<file path="src/rtl/redh_pkg.sv">
// Shared types and constants for the range end point deduplication block.
// No dependencies; every other file in rtl/ depends on this package.
package redh_pkg;

  // Fixed field widths
  localparam int POINT_W = 32;
  localparam int IDX_W   = 12;
  localparam int MOD_W   = 12;

  // Table modulus after reset
  localparam logic [MOD_W-1:0] MODULUS_RST = 12'd1999;

  // Default sizing
  localparam int BUCKETS_DEF      = 2048;
  localparam int BUCKET_DEPTH_DEF = 8;
  localparam int MAX_POINTS_DEF   = 4096;

  // Set generation tag kept with each bucket fill count
  localparam int EPOCH_W = 8;

  typedef logic [POINT_W-1:0] point_t;
  typedef logic [MOD_W-1:0]   modulus_t;

endpackage

</file>
<file path="src/rtl/redh_mod_unit.sv">
// Iterative restoring modulo unit: one quotient bit per cycle.
// Depends on redh_pkg.
module redh_mod_unit (
  input  logic              clk,
  input  logic              rst_n,
  input  logic              start,
  input  redh_pkg::point_t  dividend,
  input  redh_pkg::modulus_t divisor,
  output logic              done,
  output redh_pkg::modulus_t remainder
);
  import redh_pkg::*;

  localparam int CNT_W = $clog2(POINT_W + 1);

  point_t             dvd_r;
  modulus_t           div_r;
  modulus_t           rem_r;
  logic [CNT_W-1:0]   cnt_r;
  logic               done_r;
  logic [MOD_W:0]     shifted;
  logic [MOD_W:0]     diff;
  logic               take;

  // One restoring step: shift in the next dividend bit, subtract if it fits
  always_comb begin
    shifted = {rem_r, dvd_r[POINT_W-1]};
    diff    = shifted - {1'b0, div_r};
    take    = (shifted >= {1'b0, div_r});
  end

  // Control: load on start, count down the steps, flag the final one
  always_ff @(posedge clk) begin
    if (!rst_n) begin
      cnt_r  <= '0;
      done_r <= 1'b0;
    end else if (start) begin
      cnt_r  <= CNT_W'(POINT_W);
      done_r <= 1'b0;
    end else if (cnt_r != '0) begin
      cnt_r  <= cnt_r - 1'b1;
      done_r <= (cnt_r == CNT_W'(1));
    end else begin
      done_r <= 1'b0;
    end
  end

  // Datapath: hold the remainder once finished
  always_ff @(posedge clk) begin
    if (start) begin
      dvd_r <= dividend;
      div_r <= divisor;
      rem_r <= '0;
    end else if (cnt_r != '0) begin
      dvd_r <= {dvd_r[POINT_W-2:0], 1'b0};
      rem_r <= take ? diff[MOD_W-1:0] : shifted[MOD_W-1:0];
    end
  end

  assign done      = done_r;
  assign remainder = rem_r;

endmodule

</file>
<file path="config.mk">
export PLATFORM = sky130hd
export DESIGN_NAME = redh_mod_unit
export DESIGN_NICKNAME = d
export VERILOG_FILES = /design/src/rtl/redh_pkg.sv /design/src/rtl/redh_mod_unit.sv
export SDC_FILE = /design/constraint.sdc
export NUM_CORES = 1
export LEC_CHECK = 0
export BUFFER_PORTS_ARGS = -buffer_cell sky130_fd_sc_hd__buf_4
export CAP_MARGIN = 20
export CORE_MARGIN = 2
export CORE_UTILIZATION = 50
export CTS_CLUSTER_SIZE = 12
export DETAILED_ROUTE_END_ITERATION = 6
export PLACE_DENSITY_LB_ADDON = 0.15
export RECOVER_POWER = 25
export SYNTH_ARGS = -nofsm -noshare
export SYNTH_HDL_FRONTEND = slang
export SYNTH_SLANG_ARGS = --single-unit
export TNS_END_PERCENT = 50
</file>
<file path="constraint.sdc">
create_clock -name clk -period 6.1 [get_ports clk]
set_input_delay 0.305 -clock clk [delete_from_list [all_inputs] [get_ports clk]]
set_output_delay 0.305 -clock clk [all_outputs]
set_load 0.02 [all_outputs]
</file>
==> flow_summary.toml <==
[timing]
post-route-period-util_pct = 51.3
setup-tns-final_ns = 0
tightest_slew_ns = 3.06
period_needed_ns = 3.13
max_clock_freq_mhz = 319
setup_viol = 0
rsz0062_at_grt = "no"
skew_ns = 0.00860
maxSlewViolCount = 63
slew-limit-headroom_pct = -104
hold_ws_ns = 0.158
timing_hold_violations_final = 0

[synthesis]
ys.flop_type = "edfxtp_1"
yosysWarnings = 0
netlist_area_mm2 = 0.00319
ys_async_sr_fraction_pct = 0
syn_nets = 330
synth.area.mux_share_pct = 12.1
synthXorXnorAreaFrac_pct = 3.29
synth_compound_area_share_pct = 11.2
synth_top_family_by_area = "multiplexers"
synth_top_area_share_pct = 41.4
ys_types = 48
ys_seq_area_share_pct = 53.3
syn_inst = 268
ys_ff_latch = 63
synthSimpleGateAreaFrac_pct = 10.7
synth_most_common_cell = "edfxtp_1"
ys_top_cells_by_count = "edfxtp_1, mux2_2, nor2_1, nand2_1, dfxtp_1"
netlist.top_cell.by_area = "edfxtp_1"
yosys.area_share.adder_pct = 6.11
synth_edf_count = 44
syn_avg_cell_area_um2 = 11.9
synthTopCellsByArea = "edfxtp_1, dfxtp_1, mux2_2"

[min_path]
hold_path_depth = 1
hp-start = "divisor[6]"
hold_class = "in2reg"
hold_path_end = "div_r[6]"

[setup_path]
r2r_start = "remainder[9]"
required_ns = 6.09
r2r.worst_path.cells = 7
worst_setup_path_start_kind = "primary input"
cp_slowest_cell = "clkbuf_1"
crit_buf_inv = 2
worstPathArrival_ns = 3.12
end_kind = "flip-flop"
worstReg2RegEnd = "remainder[0]"
cp_max_fo = 62
slowest_delay_ns = 2.12
path_class = "in2reg"
cp_cell_sequence = "clkbuf_1, nand2b_1, buf_4"
r2r_slack_ns = 3.52
cp_top_family = "buffers and inverters"

[cells_and_area]
final_cells = 412
syn_to_final_growth_pct = 22.5
regArea_mm2 = 0.00170
multi_input_area_mm2 = 0.00139
nNetsFinal = 392
fillers = 518
drive_gt1_share_pct = 32.8
final_area_mm2 = 0.00391
insertedDiodeCount = 0

[grt]
antenna_found_initial = 0
grt_overflow = 0
grt_max_degree = 63
grtUsageTotal_pct = 18.5
grt_pass1_vias = 2204
grt_pass1_wl_um = 10200

[route]
drt_first_pass_iters = 4
wire_per_inst_um = 14.7
drtIter0Drc = 136
wirelength_um = 6070
vias = 2237
antenna_left = 0
avgViaCountPerCell = 5.43
drc = 0

[status]
violations = "capacitance limit, slew limit"
status = "finished with violations"

[clocking]
clock_latency_ns = 0.34
cts_buffers = 9
root_buffer = "clkbuf_8"
cts_sinks = 63
cts_resized = 0
cts_tree = "done"
htree_levels = 3
cts_buffer_depth = 2
cts.hold.buffers_added = 0
path_clk_slew_ns = 0.08
postCtsSetupRepairBufs = 0

[pwr]
peakVddDrop_mv = 0.296
finalPower_w = 0.00178
power_density_mw_per_mm2 = 454
p_leak_nw = 1.63

[floorplan]
core_mm2 = 0.00628
die_y_um = 83.9
start_util_pct = 50.9
die_area_mm2 = 0.00704
io_pins = 60
die_width_um = 83.9
rows = 29

[placement]
dpl-instance-area_mm2 = 0.00370
dpl.cell_count = 396
hpwl_um = 4230
portBuffers = 59
gp_congestion = 0.922

[job]
maxCapViolations = 1
placed cells by master (no fill, tap or decap), types with 5 or more instances in the layout:
| cell | n |
|---|---|
| edfxtp_1 | 44 |
| inv_1 | 17 |
| clkbuf_8 | 9 |
| xnor2_1 | 8 |
| ha_1 | 14 |
| mux2_2 | 31 |
| clkbuf_4 | 12 |
| nand2b_1 | 6 |
| a211oi_1 | 6 |
| nor2_1 | 22 |
| nand2_1 | 20 |
| dfxtp_1 | 19 |
| a311oi_1 | 5 |
| a21oi_1 | 12 |
| buf_4 | 44 |
kinds of logic after synthesis:
group | count (synthesis)
and+or+nand+nor | 70
DFF | 63
AOI/OAI and AO/OA | 48
muxes | 34
buffers and inverters | 26
adders and majority gates | 15
xor gates and xnor gates | 12
stage by stage:
stage	utilization [%]	worst slack, ns
final	62.3	2.97
after global routing	62.3	2.66
after CTS	62.6	3.55
after detailed placement	58.9	3.57
after global placement	58.9	3.61
after floorplan	-	3.76
routing by layer:
metal  GRT usage [%]  vias to the layer above  part of all wire (%)
met5               0                        -                     0
met4            8.21                        0                   2.2
met3            5.64                       11                   4.6
met2            28.4                       50                    48
met1            24.3                     1063                    45
li1                -                     1113                     -
worst max-delay path by stage:
stage                    endpoint  slack (ns)  cells past startpoint          from
floorplan           remainder[11]        3.76                      8  remainder[8]
global placement     remainder[0]        3.61                      7  remainder[9]
detailed placement   remainder[0]        3.57                      7  remainder[9]
CTS                  remainder[0]        3.55                      7  remainder[9]
global route             dvd_r[7]        2.66                      3         start
finish                   dvd_r[3]        2.97                      3         start
state kept, by name, indices dropped and copies added, names as in the netlist:
register   cells
dvd_r         32
done           1
remainder     12
div_r         12
cnt_r          6
area by class of cell:
| type | instances | area share, % |
|---|---|---|
| Inverter | 17 | 1.63 |
| Tap cell | 77 | 2.46 |
| Clock buffer | 9 | 3.17 |
| Sequential cell | 63 | 43.5 |
| Multi-Input combinational cell | 179 | 35.4 |
| Clock inverter | 7 | 2.69 |
| Timing Repair Buffer | 60 | 11.1 |
power by group:
part | internal [W] | total, W | switching [W]
clock | 0.000236 | 0.000420 | 0.000185
combinational | 0.000310 | 0.000695 | 0.000385
sequential | 0.000595 | 0.000660 | 0.0000658
worst reg2reg max path, stage by stage (launching register included):
cell and delay (ns):
dfxtp_1 0.35, ha_1 0.40, a21o_1 0.23, a211oi_1 0.41, o311ai_2 0.19, o21ba_4 0.37, mux2_4 0.32, a211oi_2 0.20
Power figures use the tool's default switching activity.
